--- src/rtl/mvat_pkg.sv ---
package mvat_pkg;

   // sizing
   localparam int MAX_VERTICES  = 4096;
   localparam int LIST_SLOTS    = 12;
   localparam int VIDX_W        = $clog2(MAX_VERTICES);
   localparam int VCOUNT_W      = VIDX_W + 1;
   localparam int CNT_W         = $clog2(LIST_SLOTS + 1);
   localparam int STORE_DEPTH   = MAX_VERTICES * LIST_SLOTS;
   localparam int STORE_AW      = $clog2(STORE_DEPTH);
   localparam int WORD_W        = 12;

   // request codes
   typedef enum logic [1:0] {
      REQ_ADD   = 2'd0,
      REQ_QUERY = 2'd1,
      REQ_CLEAR = 2'd2
   } req_kind_type;

   // result status codes
   typedef enum logic [1:0] {
      ST_OK        = 2'd0,
      ST_REJECT    = 2'd1,
      ST_DROPPED   = 2'd2,
      ST_BAD_QUERY = 2'd3
   } status_type;

   // count memory access, one address for read and write
   typedef struct packed {
      logic              wr_en;
      logic [VIDX_W-1:0] addr;
      logic [CNT_W-1:0]  wdata;
   } cnt_port_type;

   // neighbour list memory access
   typedef struct packed {
      logic                wr_en;
      logic [STORE_AW-1:0] addr;
      logic [VIDX_W-1:0]   wdata;
   } list_port_type;

   // first list entry of a vertex
   function automatic logic [STORE_AW-1:0] list_base(input logic [VIDX_W-1:0] v);
      list_base = STORE_AW'(v) * STORE_AW'(LIST_SLOTS);
   endfunction

endpackage

--- src/rtl/mvat_probe.sv ---
module mvat_probe (
   input  logic [mvat_pkg::STORE_AW-1:0] base,
   input  logic [mvat_pkg::CNT_W-1:0]    offset,
   input  logic [mvat_pkg::VIDX_W-1:0]   rd_data,
   input  logic [mvat_pkg::VIDX_W-1:0]   key,
   output logic [mvat_pkg::STORE_AW-1:0] addr,
   output logic                          match
);

   // entry address within the vertex's list
   assign addr  = base + mvat_pkg::STORE_AW'(offset);

   // compare the fetched entry against the neighbour being inserted
   assign match = (rd_data == key);

endmodule

--- src/rtl/mvat_ctrl.sv ---
module mvat_ctrl (
   input  logic                              clock,
   input  logic                              reset,
   input  logic                              start,
   input  logic [1:0]                        req_type,
   input  logic [mvat_pkg::VIDX_W-1:0]       req_vertex_a,
   input  logic [mvat_pkg::VIDX_W-1:0]       req_vertex_b,
   input  logic [mvat_pkg::VIDX_W-1:0]       req_vertex_c,
   input  logic [mvat_pkg::VIDX_W-1:0]       req_query_vertex,
   input  logic                              csr_wr_en,
   input  logic [mvat_pkg::VCOUNT_W-1:0]     csr_wr_data,
   output logic                              busy,
   output logic                              rsp_valid,
   output logic [mvat_pkg::WORD_W-1:0]       rsp_word,
   output logic [1:0]                        rsp_status,
   output logic                              rsp_last,
   output mvat_pkg::cnt_port_type            cnt_port,
   input  logic [mvat_pkg::CNT_W-1:0]        cnt_rdata,
   output mvat_pkg::list_port_type           list_port,
   input  logic [mvat_pkg::VIDX_W-1:0]       list_rdata
);

   localparam int PAIR_W = 3;
   localparam logic [PAIR_W-1:0] LAST_PAIR = PAIR_W'(5);
   localparam logic [mvat_pkg::CNT_W-1:0] MAX_CNT = mvat_pkg::CNT_W'(mvat_pkg::LIST_SLOTS);
   localparam logic [mvat_pkg::CNT_W-1:0] LAST_SLOT =
      mvat_pkg::CNT_W'(mvat_pkg::LIST_SLOTS - 1);
   localparam logic [mvat_pkg::VIDX_W-1:0] LAST_VERTEX =
      mvat_pkg::VIDX_W'(mvat_pkg::MAX_VERTICES - 1);

   typedef enum logic [3:0] {
      S_IDLE,
      S_SWEEP,
      S_LOAD,
      S_CNTGOT,
      S_SCAN,
      S_QLOAD,
      S_QCNT,
      S_QLIST,
      S_QBAD
   } state_type;

   state_type                        state_ff, state_in;
   logic [mvat_pkg::VIDX_W-1:0]      vert_a_ff, vert_a_in;
   logic [mvat_pkg::VIDX_W-1:0]      vert_b_ff, vert_b_in;
   logic [mvat_pkg::VIDX_W-1:0]      vert_c_ff, vert_c_in;
   logic [mvat_pkg::VIDX_W-1:0]      cur_v_ff, cur_v_in;
   logic [mvat_pkg::VIDX_W-1:0]      key_ff, key_in;
   logic [mvat_pkg::STORE_AW-1:0]    base_ff, base_in;
   logic [PAIR_W-1:0]                pair_ff, pair_in;
   logic [mvat_pkg::CNT_W-1:0]       cnt_ff, cnt_in;
   logic [mvat_pkg::CNT_W-1:0]       idx_ff, idx_in;
   logic [mvat_pkg::CNT_W-1:0]       pend_idx_ff, pend_idx_in;
   logic                             pend_ff, pend_in;
   logic                             drop_ff, drop_in;
   logic [mvat_pkg::VIDX_W-1:0]      sweep_ff, sweep_in;
   logic                             clear_rsp_ff, clear_rsp_in;
   logic [mvat_pkg::VCOUNT_W-1:0]    vcount_ff, vcount_in;
   logic                             rsp_valid_ff, rsp_valid_in;
   logic [mvat_pkg::WORD_W-1:0]      rsp_word_ff, rsp_word_in;
   mvat_pkg::status_type             rsp_status_ff, rsp_status_in;
   logic                             rsp_last_ff, rsp_last_in;

   logic [mvat_pkg::VIDX_W-1:0]      pair_v;
   logic [mvat_pkg::VIDX_W-1:0]      pair_n;
   logic [mvat_pkg::STORE_AW-1:0]    probe_addr;
   logic                             probe_match;
   logic                             bad_tri;
   logic                             hit;
   logic                             exhausted;
   logic                             drop_now;
   logic [mvat_pkg::CNT_W-1:0]       cnt_clamped;

   // shared address adder and entry comparator
   mvat_probe u_probe (
      .base    (base_ff),
      .offset  (idx_ff),
      .rd_data (list_rdata),
      .key     (key_ff),
      .addr    (probe_addr),
      .match   (probe_match)
   );

   // pick the owner vertex and the new neighbour of the current pair
   always_comb begin
      unique case (pair_ff)
         PAIR_W'(0): begin pair_v = vert_a_ff; pair_n = vert_b_ff; end
         PAIR_W'(1): begin pair_v = vert_a_ff; pair_n = vert_c_ff; end
         PAIR_W'(2): begin pair_v = vert_b_ff; pair_n = vert_a_ff; end
         PAIR_W'(3): begin pair_v = vert_b_ff; pair_n = vert_c_ff; end
         PAIR_W'(4): begin pair_v = vert_c_ff; pair_n = vert_a_ff; end
         default:    begin pair_v = vert_c_ff; pair_n = vert_b_ff; end
      endcase
   end

   assign bad_tri = (mvat_pkg::VCOUNT_W'(req_vertex_a) >= vcount_ff) ||
                    (mvat_pkg::VCOUNT_W'(req_vertex_b) >= vcount_ff) ||
                    (mvat_pkg::VCOUNT_W'(req_vertex_c) >= vcount_ff);
   assign hit         = pend_ff && probe_match;
   assign exhausted   = (idx_ff == cnt_ff);
   assign drop_now    = (cnt_ff >= MAX_CNT);
   assign cnt_clamped = (cnt_rdata > MAX_CNT) ? MAX_CNT : cnt_rdata;

   // sequencer next state
   always_comb begin
      state_in      = state_ff;
      vert_a_in     = vert_a_ff;
      vert_b_in     = vert_b_ff;
      vert_c_in     = vert_c_ff;
      cur_v_in      = cur_v_ff;
      key_in        = key_ff;
      base_in       = base_ff;
      pair_in       = pair_ff;
      cnt_in        = cnt_ff;
      idx_in        = idx_ff;
      pend_idx_in   = pend_idx_ff;
      pend_in       = pend_ff;
      drop_in       = drop_ff;
      sweep_in      = sweep_ff;
      clear_rsp_in  = clear_rsp_ff;
      vcount_in     = csr_wr_en ? csr_wr_data : vcount_ff;
      rsp_valid_in  = 1'b0;
      rsp_word_in   = '0;
      rsp_status_in = mvat_pkg::ST_OK;
      rsp_last_in   = 1'b0;
      cnt_port      = '{wr_en: 1'b0, addr: cur_v_ff, wdata: cnt_ff + 1'b1};
      list_port     = '{wr_en: 1'b0, addr: probe_addr, wdata: key_ff};

      unique case (state_ff)
         S_IDLE: begin
            if (start) begin
               vert_a_in = req_vertex_a;
               vert_b_in = req_vertex_b;
               vert_c_in = req_vertex_c;
               case (req_type)
                  mvat_pkg::REQ_ADD: begin
                     if (bad_tri) begin
                        rsp_valid_in  = 1'b1;
                        rsp_status_in = mvat_pkg::ST_REJECT;
                        rsp_last_in   = 1'b1;
                     end else begin
                        pair_in  = '0;
                        drop_in  = 1'b0;
                        state_in = S_LOAD;
                     end
                  end
                  mvat_pkg::REQ_QUERY: begin
                     cur_v_in = req_query_vertex;
                     idx_in   = '0;
                     if (mvat_pkg::VCOUNT_W'(req_query_vertex) >= vcount_ff) begin
                        state_in = S_QBAD;
                     end else begin
                        state_in = S_QLOAD;
                     end
                  end
                  mvat_pkg::REQ_CLEAR: begin
                     sweep_in     = '0;
                     clear_rsp_in = 1'b1;
                     state_in     = S_SWEEP;
                  end
                  default: begin
                     state_in = S_IDLE;
                  end
               endcase
            end
         end

         // zero one count per cycle
         S_SWEEP: begin
            cnt_port = '{wr_en: 1'b1, addr: sweep_ff, wdata: '0};
            sweep_in = sweep_ff + 1'b1;
            if (sweep_ff == LAST_VERTEX) begin
               state_in     = S_IDLE;
               clear_rsp_in = 1'b0;
               if (clear_rsp_ff) begin
                  rsp_valid_in = 1'b1;
                  rsp_last_in  = 1'b1;
               end
            end
         end

         // fetch the owner's count
         S_LOAD: begin
            cnt_port.addr = pair_v;
            cur_v_in      = pair_v;
            key_in        = pair_n;
            base_in       = mvat_pkg::list_base(pair_v);
            state_in      = S_CNTGOT;
         end

         S_CNTGOT: begin
            cnt_in   = cnt_rdata;
            idx_in   = '0;
            pend_in  = 1'b0;
            state_in = S_SCAN;
         end

         // read one entry a cycle, compare the one read before
         S_SCAN: begin
            if (hit || exhausted) begin
               if (!hit) begin
                  if (drop_now) begin
                     drop_in = 1'b1;
                  end else begin
                     list_port.wr_en = 1'b1;
                     cnt_port.wr_en  = 1'b1;
                  end
               end
               pend_in = 1'b0;
               if (pair_ff == LAST_PAIR) begin
                  rsp_valid_in  = 1'b1;
                  rsp_last_in   = 1'b1;
                  rsp_status_in = (drop_ff || (!hit && drop_now)) ?
                                  mvat_pkg::ST_DROPPED : mvat_pkg::ST_OK;
                  state_in      = S_IDLE;
               end else begin
                  pair_in  = pair_ff + 1'b1;
                  state_in = S_LOAD;
               end
            end else begin
               idx_in  = idx_ff + 1'b1;
               pend_in = 1'b1;
            end
         end

         S_QLOAD: begin
            base_in  = mvat_pkg::list_base(cur_v_ff);
            state_in = S_QCNT;
         end

         // emit the count word
         S_QCNT: begin
            cnt_in       = cnt_clamped;
            idx_in       = '0;
            pend_in      = 1'b0;
            rsp_valid_in = 1'b1;
            rsp_word_in  = mvat_pkg::WORD_W'(cnt_clamped);
            state_in     = S_QLIST;
         end

         // stream the list, padding past the count with zero
         S_QLIST: begin
            if (idx_ff != MAX_CNT) begin
               idx_in      = idx_ff + 1'b1;
               pend_in     = 1'b1;
               pend_idx_in = idx_ff;
            end else begin
               pend_in = 1'b0;
            end
            if (pend_ff) begin
               rsp_valid_in = 1'b1;
               rsp_word_in  = (pend_idx_ff < cnt_ff) ? mvat_pkg::WORD_W'(list_rdata) : '0;
               rsp_last_in  = (pend_idx_ff == LAST_SLOT);
               if (pend_idx_ff == LAST_SLOT) begin
                  state_in = S_IDLE;
               end
            end
         end

         S_QBAD: begin
            rsp_valid_in  = 1'b1;
            rsp_status_in = mvat_pkg::ST_BAD_QUERY;
            rsp_last_in   = (idx_ff == MAX_CNT);
            idx_in        = idx_ff + 1'b1;
            if (idx_ff == MAX_CNT) begin
               state_in = S_IDLE;
            end
         end

         default: begin
            state_in = S_IDLE;
         end
      endcase
   end

   // hold state and registered outputs
   always_ff @(posedge clock) begin
      if (reset) begin
         state_ff      <= S_SWEEP;
         sweep_ff      <= '0;
         clear_rsp_ff  <= 1'b0;
         pend_ff       <= 1'b0;
         drop_ff       <= 1'b0;
         vcount_ff     <= mvat_pkg::VCOUNT_W'(mvat_pkg::MAX_VERTICES);
         rsp_valid_ff  <= 1'b0;
      end else begin
         state_ff      <= state_in;
         sweep_ff      <= sweep_in;
         clear_rsp_ff  <= clear_rsp_in;
         pend_ff       <= pend_in;
         drop_ff       <= drop_in;
         vcount_ff     <= vcount_in;
         rsp_valid_ff  <= rsp_valid_in;
      end
      vert_a_ff     <= vert_a_in;
      vert_b_ff     <= vert_b_in;
      vert_c_ff     <= vert_c_in;
      cur_v_ff      <= cur_v_in;
      key_ff        <= key_in;
      base_ff       <= base_in;
      pair_ff       <= pair_in;
      cnt_ff        <= cnt_in;
      idx_ff        <= idx_in;
      pend_idx_ff   <= pend_idx_in;
      rsp_word_ff   <= rsp_word_in;
      rsp_status_ff <= rsp_status_in;
      rsp_last_ff   <= rsp_last_in;
   end

   assign busy       = (state_ff != S_IDLE);
   assign rsp_valid  = rsp_valid_ff;
   assign rsp_word   = rsp_word_ff;
   assign rsp_status = rsp_status_ff;
   assign rsp_last   = rsp_last_ff;

   // a list never grows past its capacity
   a_list_write_room: assert property (@(posedge clock) disable iff (reset)
      list_port.wr_en |-> (cnt_ff < MAX_CNT))
      else $error("list write with full list");

   // count write during an insert always pairs with a list write
   a_count_with_list: assert property (@(posedge clock) disable iff (reset)
      (cnt_port.wr_en && state_ff == S_SCAN) |-> list_port.wr_en)
      else $error("count bumped without list entry");

   // an invalid query never reports a neighbour
   a_bad_query_zero: assert property (@(posedge clock) disable iff (reset)
      (rsp_valid_ff && rsp_status_ff == mvat_pkg::ST_BAD_QUERY) |-> (rsp_word_ff == '0))
      else $error("invalid query returned data");

   // the final word of an item returns the sequencer to idle
   a_last_frees: assert property (@(posedge clock) disable iff (reset)
      (rsp_valid_ff && rsp_last_ff) |-> !busy)
      else $error("last word while still busy");

   // a stray last flag never leaks without its strobe
   a_last_strobed: assert property (@(posedge clock) disable iff (reset)
      rsp_last_ff |-> rsp_valid_ff)
      else $error("last without strobe");

endmodule

--- config.mk ---
export PLATFORM = sky130hd
export DESIGN_NAME = mvat_ctrl
export DESIGN_NICKNAME = d
export VERILOG_FILES = /design/src/rtl/mvat_pkg.sv /design/src/rtl/mvat_probe.sv /design/src/rtl/mvat_ctrl.sv
export SDC_FILE = /design/constraint.sdc
export NUM_CORES = 1
export LEC_CHECK = 0
export ABC_CLOCK_PERIOD_IN_PS = 4200
export BUFFER_PORTS_ARGS = -buffer_cell sky130_fd_sc_hd__buf_2
export CORE_MARGIN = 5
export CORE_UTILIZATION = 50
export DETAILED_ROUTE_END_ITERATION = 8
export HOLD_SLACK_MARGIN = 0.12
export PLACE_DENSITY = 0.72
export SLEW_MARGIN = 40
export SYNTH_ARGS = -nofsm -noshare
export SYNTH_HDL_FRONTEND = slang
export SYNTH_HIERARCHICAL = 1
export SYNTH_SLANG_ARGS = --single-unit
--- constraint.sdc ---
create_clock -name clock -period 4.2 [get_ports clock]
set_input_delay 0 -clock clock [delete_from_list [all_inputs] [get_ports clock]]
set_output_delay 0 -clock clock [all_outputs]
set_load 0.005 [all_outputs]
Yosys cells after proc, flatten, opt, wreduce, memory -nomap -nowiden --
Index checks and enable logic that the tools add are counted.
Cells by class: add/subtract/negate cells 5, $mul 2, magnitude comparators 7, equality and inequality tests 37, mux-type cells 75, reductions and logical operators 33
Operators with widths (count):
- $pmux W12 S2 | 6
- $mux W12 | 6
- $mux W4 | 14
- $ge A12 B13 Y1 | 4
- $pmux W4 S9 | 1
- $pmux W16 S2 | 1
- $mul A12 B2 Y14 const B | 2
- $mux W1 | 27
- $ne A2 B2 Y1 const B | 12
- $pmux W4 S5 | 1
- $add A16 B4 Y16 | 1
- $eq A4 B3 Y1 const B | 4
- $mux W3 | 5
- $reduce_and A7 Y1 | 2
- $add A12 B1 Y12 const B | 1
- $eq A12 B12 Y1 | 1
- $eq A12 B12 Y1 const B | 1
- $eq A4 B4 Y1 const B | 3
- $pmux W4 S3 | 1
- $reduce_or A2 Y1 | 6
- $pmux W1 S5 | 2
- $reduce_bool A2 Y1 | 5
- $add A4 B1 Y4 const B | 2
- $eq A4 B2 Y1 const B | 2
- 34 further kinds | 49
Word-level totals: register bits 139, input port bits 83, output and inout bits 63, logic and storage cells 179

Longest topological paths before layout --
Gate-level depths: netlist of the first run.
depth after elaboration 9, mapped depth 17, depth with buffers taken out 16

Hierarchy --
The synthesis of the first run kept the hierarchy.
By module, submodules not included:
- mvat_ctrl | times used 1, cells an instance 829, area an instance 8141.6 µm², seq. area each 3633.5 µm²
- mvat_probe | times used 1, cells an instance 66, area an instance 541.8 µm², seq. area each 0.0 µm²

Worst setup path after synthesis of the first run --
OpenSTA, ideal clock, no wires.
path kind flip-flop to flip-flop, from register pair_ff[0], to register base_ff[15] in the netlist's numbering (data pin), library setup time 0.270 ns, arrival time 3.372 ns, data required time 3.930 ns, setup slack 0.558 ns, cell stages (with the launch flop) 16, path buffers 1, period minus slack after synthesis 3.642 ns, cell sequence edfxtp_1 ha_1 ha_1 nand2b_1 clkbuf_1 a22oi_1 nand2_1 ha_1 fa_1 a21o_1 a21oi_1 a21oi_1 o41ai_1 o21ai_1 a211oi_1 a21oi_1
On the way: word-level cells in the longest chain between the ends 5, elaborated cells on any way between the ends 9, classes of those cells mul (1); eq/ne (3); mux (2); reduce/logical (3)
RTL lines:
- start: declaration | line mvat_ctrl.sv:50 | logic [PAIR_W-1:0] pair_ff, pair_in;
- start signal: assignment | line mvat_ctrl.sv:301 | pair_ff <= pair_in;
- $eq A3 B2 Y1, or another cell as far along | line mvat_ctrl.sv:86 | unique case (pair_ff)
- $reduce_or A2 Y1 (no line)
- $pmux W12 S2 (*) | line mvat_ctrl.sv:86
- $mul A12 B2 Y14 (*) | line mvat_pkg.sv:44 | list_base = STORE_AW'(v) * STORE_AW'(LIST_SLOTS);
- $pmux W16 S2 (*) | line mvat_ctrl.sv:129 | unique case (state_ff)
- net base_in (one bit) | line mvat_ctrl.sv:49 | logic [mvat_pkg::STORE_AW-1:0] base_ff, base_in;
- end signal: assignment | line mvat_ctrl.sv:300 | base_ff <= base_in;
- end: declaration | line mvat_ctrl.sv:49
Mark *: on every way through the listed nets, which the timed path passes. The rest lies on a longest branch. The select of a mux whose other input is x is not followed. A chain may end at the register's enable or synchronous reset.

Worst setup path after layout of the first run --
from register pair_ff[1], to register base_ff[15] in the netlist's numbering (data pin)
Same word-level chain as after synthesis.

==> results.yml, run 1 <==
clocking:
  clkTransAtPathRegs_ns: 0.06
  insertion_delay_ns: 0.43
  clkSinkCount: 137
  cts_tree: "yes"
  htree_levels: 4
  clk_path_buf_depth: 2
  post_cts_buffers: 0
  cts_root_buf: "clkbuf_16"
  cts_buffers: 17
place:
  place_inst: 1245
  hpwl_um: 18600
  place.port_buffers: 145
  gp_congestion: 0.954
synthesis:
  syn-cell-area_mm2: 0.00868
  yosysSeqAreaShare: 0.418
  synth.most_common_cell: "nand2_1"
  yosys.area_share.simple: 0.176
  ys.flop_type: "edfxtp_1"
  synth_area_leaders: "edfxtp_1 31%, ha_1 13%, dfxtp_1 11%"
  yosysTopAreaCell: "edfxtp_1"
  muxShareOfSynthArea: 0.0161
  synth.avg_cell_area_um2: 9.70
  synth_top_family_by_area: "simple AND/OR/NAND/NOR gates"
  synth_common_cells: "135 x nand2_1, 90 x ha_1, 89 x edfxtp_1, 79 x nor2_1, 48 x dfxtp_1"
  synth-adder-area-share: 0.137
  synth_xor_area_frac: 0.0666
  synth_compound_area_frac: 0.154
  synth_seq_cells: 137
  synth_top_cell_area_share: 0.308
  synth-edff-count: 89
  synthArstFlopShare: 0
  yosysUniqueCellTypes: 77
  synthCells: 895
  ys.warnings.count: 6
detailed_routing:
  drtIter0Drc: 478
  avgRoutedWirePerCell_um: 18.8
  ant_nets: 0
  drt-pass1-iter-count: 6
  drc: 0
  viasPerCell: 5.63
  drt-total-wl_um: 26000
  vias: 7801
die:
  dieArea_mm2: 0.0201
  io_pins: 146
  core_mm2: 0.0172
  die_h_um: 142
  rows: 48
  die_width_um: 142
  start_util: 0.506
worst_setup_path:
  critPathKind: "reg -> reg"
  crit_fanout: 5
  crit_required_ns: 4.36
  startpoint_type: "flop"
  worstPathArrival_ns: 3.90
  end_kind: "flop"
run_status:
  status: "completed"
timing:
  setup_viol: 0
  hold_ws_ns: 0.147
  fin_skew_ns: 0.0102
  post-route-min-period_ns: 3.74
  tns_ns: 0
  grt_setup_unrepaired: "false"
  fmax_mhz: 267
  report.final.slew_viol_count: 0
  slew_headroom: 0.498
  finalCritPeriodShare: 0.890
  hold_viol: 0
  worst_slew_pin_slew_ns: 0.750
grt:
  grtUsageTotal: 0.259
  grt_pass1_vias: 7805
  grt_max_degree: 37
  antenna_found_initial: 0
  gr-total-overflow: 0
  grt_pass1_wl_um: 40500
power:
  p_comb_frac: 0.378
  power_mw: 5.37
  p_seq_frac: 0.345
  peakVddDrop_uv: 353
  switching_share: 0.363
  intPower_mw: 3.42
  clkPwrFrac: 0.276
  power_density_mw_per_mm2: 474
  leakage_nw: 4.92
  switching_power_mw: 1.95
layout:
  drive_gt1_frac: 0.177
  area_growth_pct: 30.5
  final_cell_count_no_fill: 1386
  antennaDiodeCount: 0
  nFillCells: 1389
  multi_input_comb_area_mm2: 0.00481
  nets: 1324
  regArea_mm2: 0.00363
hold_path:
  hp-class: "in -> reg"
flow_run:
  maxCapViolations: 0
[worst max-delay path, stage by stage, from the launching register on]
cell and delay (ns):
edfxtp_1 0.41, inv_1 0.11, ha_1 0.24, nor2_1 0.07
nor2_1 0.22, nor2_1 0.12, nand2_1 0.08, nand2_1 0.14
ha_1 0.29, fa_1 0.41, a21o_1 0.18, a21oi_1 0.24
a21oi_1 0.15, o41ai_2 0.31, o21ai_1 0.16, a211oi_1 0.25
a21oi_1 0.08
[layer usage]
metal | wire (um) | track usage
met5 | 0 | 0
met2 | 12800 | 0.451
met3 | 1620 | 0.0418
met1 | 10400 | 0.311
met4 | 1190 | 0.127
[through the flow]
| stage | setup slack, ns | utilization | area, um^2 |
|---|---|---|---|
| 3_3_place_gp | 0.517 | 0.561 | 9630 |
| 3_5_place_dp | 0.323 | 0.562 | 9650 |
| 2_1_floorplan | 0.558 | - | 8690 |
| 5_1_grt | 0.121 | 0.660 | 11300 |
| 6_report | 0.460 | 0.660 | 11300 |
| 4_1_cts | 0.311 | 0.659 | 11300 |
[what timing repair did]
item	4_1_cts	5_1_grt
hold buffers	109	0
endpoints found under the setup margin	0	1
resized for setup	0	1
hold endpoints to repair	86	0
[layout make-up]
class,count,area share
Clock inverter,13,0.0127
Sequential cell,137,0.321
Timing Repair Buffer,262,0.166
Tap cell,225,0.0248
Clock buffer,19,0.0382
Multi-Input combinational cell,689,0.424
Inverter,41,0.0136
[cell families after synthesis]
| kind of cell | Yosys count |
|---|---|
| AND/OR/NAND/NOR | 324 |
| AO/OA/AOI/OAI | 189 |
| flip-flops | 137 |
| adder cells (fa/ha/maj) | 93 |
| buffers and inverters | 71 |
| XOR/XNOR | 66 |
| multiplexers | 14 |
| other | 1 |
[sequential cells by signal, indices dropped and copies added, names as in the netlist, 12 cells and up]
register   count
sweep_ff      12
vert_b_ff     12
base_ff       14
vert_a_ff     12
key_ff        12
vert_c_ff     12
rsp_word      12
cur_v_ff      12
vcount_ff     13
[cells in the final DEF (no fill, tap or decap), types with 8 or more instances in the layout]
cell           count
edfxtp_1          89
o21ai_0           20
buf_4              8
a211oi_1           9
a21o_1            16
nor2_1            78
xnor2_1           42
a21oi_1           47
ha_1              90
dlygate4sd3_1    109
nand2_1          135
a22oi_1           37
nand2b_1          15
mux2i_1           14
dfxtp_1           48
buf_2            145
clkbuf_16         17
nor2b_1           19
nand4_1           13
nand3_1           19
xor2_1            24
and2_1            11
inv_1             40
[power groups by stage]
stage | sequential [mW] | clock (mW) | combinational (mW)
4_1_cts | 1.85 | 1.49 | 2.00
2_1_floorplan | 1.80 | 0 | 1.37
5_1_grt | 1.87 | 1.57 | 2.25
3_3_place_gp | 1.88 | 0 | 1.87
3_5_place_dp | 1.88 | 0 | 1.91
6_report | 1.85 | 1.48 | 2.03
[path summary, 6_finish.rpt]
path                                                 from                         to  slack (ns)  cells past startpoint
worst max register to register   pair_ff[1]$_SDFFCE_PN0P_      base_ff[15]$_DFFE_PP_        0.46                     16
worst min register to register  clear_rsp_ff$_SDFFE_PP0P_  clear_rsp_ff$_SDFFE_PP0P_        0.57                      3
worst min-delay path                          req_type[1]   state_ff[2]$_SDFFE_PP0P_        0.15                      4
worst max-delay path             pair_ff[1]$_SDFFCE_PN0P_      base_ff[15]$_DFFE_PP_        0.46                     16
Power figures use the tool's default switching activity.
==> inputs of run 2 (changes only) <==
Settings changed: ABC_CLOCK_PERIOD_IN_PS 4200 to 4650, MAX_ROUTING_LAYER set to met4.
Clock period 4.2 ns to 4.65 ns, I/O delays scaled along.
==> run 2 against run 1 <==
Combinational power decreased by 11%. Largest cell class unchanged. Design area about the same. Clock skew rose by 0.0040 ns. Sequential cell count stayed put. Largest power group unchanged. Cell count down 0.14%.
==> results.yml, run 2 (synthesized netlist as in run 1, its figures left out) <==
power:
  p_comb_frac: 0.373
  peakVddDrop_uv: 297
  leakage_nw: 4.91
  switching_power_mw: 1.74
  clkPwrFrac: 0.280
  intPower_mw: 3.10
  switching_share: 0.360
  power_density_mw_per_mm2: 428
  p_seq_frac: 0.347
detailed_routing:
  drtIter0Drc: 481
  vias: 7644
  viasPerCell: 5.52
  drt-pass1-iter-count: 7
  drc: 0
  ant_nets: 0
  drt-total-wl_um: 25800
  avgRoutedWirePerCell_um: 18.6
layout:
  final_cell_mix: "145 x buf_2, 135 x nand2_1, 109 x dlygate4sd3_1"
  largest_reg_flops: 14
  antennaDiodeCount: 0
  final_common_cell: "buf_2"
  regMostFlops: "base_ff"
  drive_gt1_frac: 0.176
  area_growth_pct: 30.4
  top_regs: "base_ff: 14 flops, vcount_ff: 13 flops"
  final_cell_area_mm2: 0.0113
  nets: 1322
worst_setup_path:
  worstPathArrival_ns: 4.24
  startpoint_type: "flop"
  end_kind: "flop"
  crit_fanout: 12
  crit_required_ns: 4.81
  critPathKind: "reg -> reg"
timing:
  fmax_mhz: 245
  worst_slew_pin_slew_ns: 0.805
  slew_headroom: 0.458
  grt_setup_unrepaired: "false"
  finalCritPeriodShare: 0.877
  hold_ws_ns: 0.279
  setup_viol: 0
  tns_ns: 0
  fin_skew_ns: 0.0142
  post-route-min-period_ns: 4.08
  report.final.slew_viol_count: 0
  hold_viol: 0
die:
  start_util: 0.506
  dieArea_mm2: 0.0201
  io_pins: 146
  die_h_um: 142
  rows: 48
  core_mm2: 0.0172
  die_width_um: 142
place:
  place.port_buffers: 145
  hpwl_um: 18800
  gp_congestion: 0.924
  post_dp_cell_area_mm2: 0.00963
run_status:
  status: "completed"
clocking:
  cts_root_buf: "clkbuf_16"
  htree_levels: 4
  clk_path_buf_depth: 2
  cts_buffers: 17
  cts_tree: "yes"
  insertion_delay_ns: 0.43
  clkTransAtPathRegs_ns: 0.06
  clkSinkCount: 137
  cts.repair.resized: 0
grt:
  antenna_found_initial: 0
  grt_pass1_vias: 7725
  grtUsageTotal: 0.272
  grt_max_degree: 37
  gr-total-overflow: 0
  grt_pass1_wl_um: 41000
hold_path:
  hp-class: "in -> reg"
flow_run:
  maxCapViolations: 0
==> run 2: layer usage <==
layer	share of wire	vias up	track usage	routed length, um
li1	-	3717	-	-
met4	0.040	0	0.126	1030
met1	0.42	3570	0.331	10900
met5	0	-	-	0
met2	0.49	285	0.448	12600
met3	0.050	72	0.0401	1290
==> run 2: path summary, 6_finish.rpt <==
kind | startpoint | end | slack [ns] | depth (start not counted)
worst max register to register | pair_ff[1]$_SDFFCE_PN0P_ | base_ff[15]$_DFFE_PP_ | 0.57 | 17
worst max-delay path | pair_ff[1]$_SDFFCE_PN0P_ | base_ff[15]$_DFFE_PP_ | 0.57 | 17
worst min register to register | sweep_ff[9]$_SDFFE_PP0P_ | sweep_ff[9]$_SDFFE_PP0P_ | 0.55 | 2
worst min-delay path | list_rdata[0] | rsp_status[1]$_DFF_P_ | 0.28 | 7
==> run 2: power groups by stage <==
stage / Sequential [mW] / Combinational (mW) / Clock (mW)
6_report: 1.68 / 1.81 / 1.36
5_1_grt: 1.70 / 2.02 / 1.44
4_1_cts: 1.68 / 1.79 / 1.37
3_5_place_dp: 1.70 / 1.71 / 0
3_3_place_gp: 1.70 / 1.67 / 0
2_1_floorplan: 1.63 / 1.24 / 0
==> run 2: timing repair <==
action / in CTS / in global routing
endpoints found under the setup margin: 0 / 0
hold buffers: 109 / 0
setup buffers: 0 / 0
endpoints found under the hold margin: 83 / 0
==> run 2: layout make-up <==
| class | instances | area, um^2 |
|---|---|---|
| Fill cell | 1360 | 5860 |
| Multi-Input combinational cell | 689 | 4800 |
| Sequential cell | 137 | 3630 |
| Timing Repair Buffer | 260 | 1860 |
| Clock buffer | 20 | 447 |
| Tap cell | 225 | 282 |
| Inverter | 41 | 154 |
| Clock inverter | 12 | 143 |
==> run 2: critical path: stages (launching register included) <==
cell and delay, ns:
edfxtp_1 0.42, inv_1 0.10, ha_1 0.25, nor2_1 0.07, nor2_1 0.40, nor2_1 0.10, buf_4 0.19, nand2_1 0.07
nand2_1 0.14, ha_1 0.28, fa_1 0.41, a21o_1 0.17, a21oi_1 0.22, a21oi_1 0.12, o41ai_1 0.39, o21ai_1 0.18
a211oi_1 0.25, a21oi_1 0.07
==> run 2: stage by stage <==
step | worst slack, ns | instances | power (mW) | utilization
2_1_floorplan | 1.01 | 897 | 2.86 | -
3_3_place_gp | 0.680 | 1243 | 3.38 | 0.560
4_1_cts | 0.553 | 1384 | 4.83 | 0.659
6_report | 0.572 | 1384 | 4.85 | 0.659
5_1_grt | 0.227 | 1384 | 5.16 | 0.659
3_5_place_dp | 0.577 | 1243 | 3.41 | 0.561
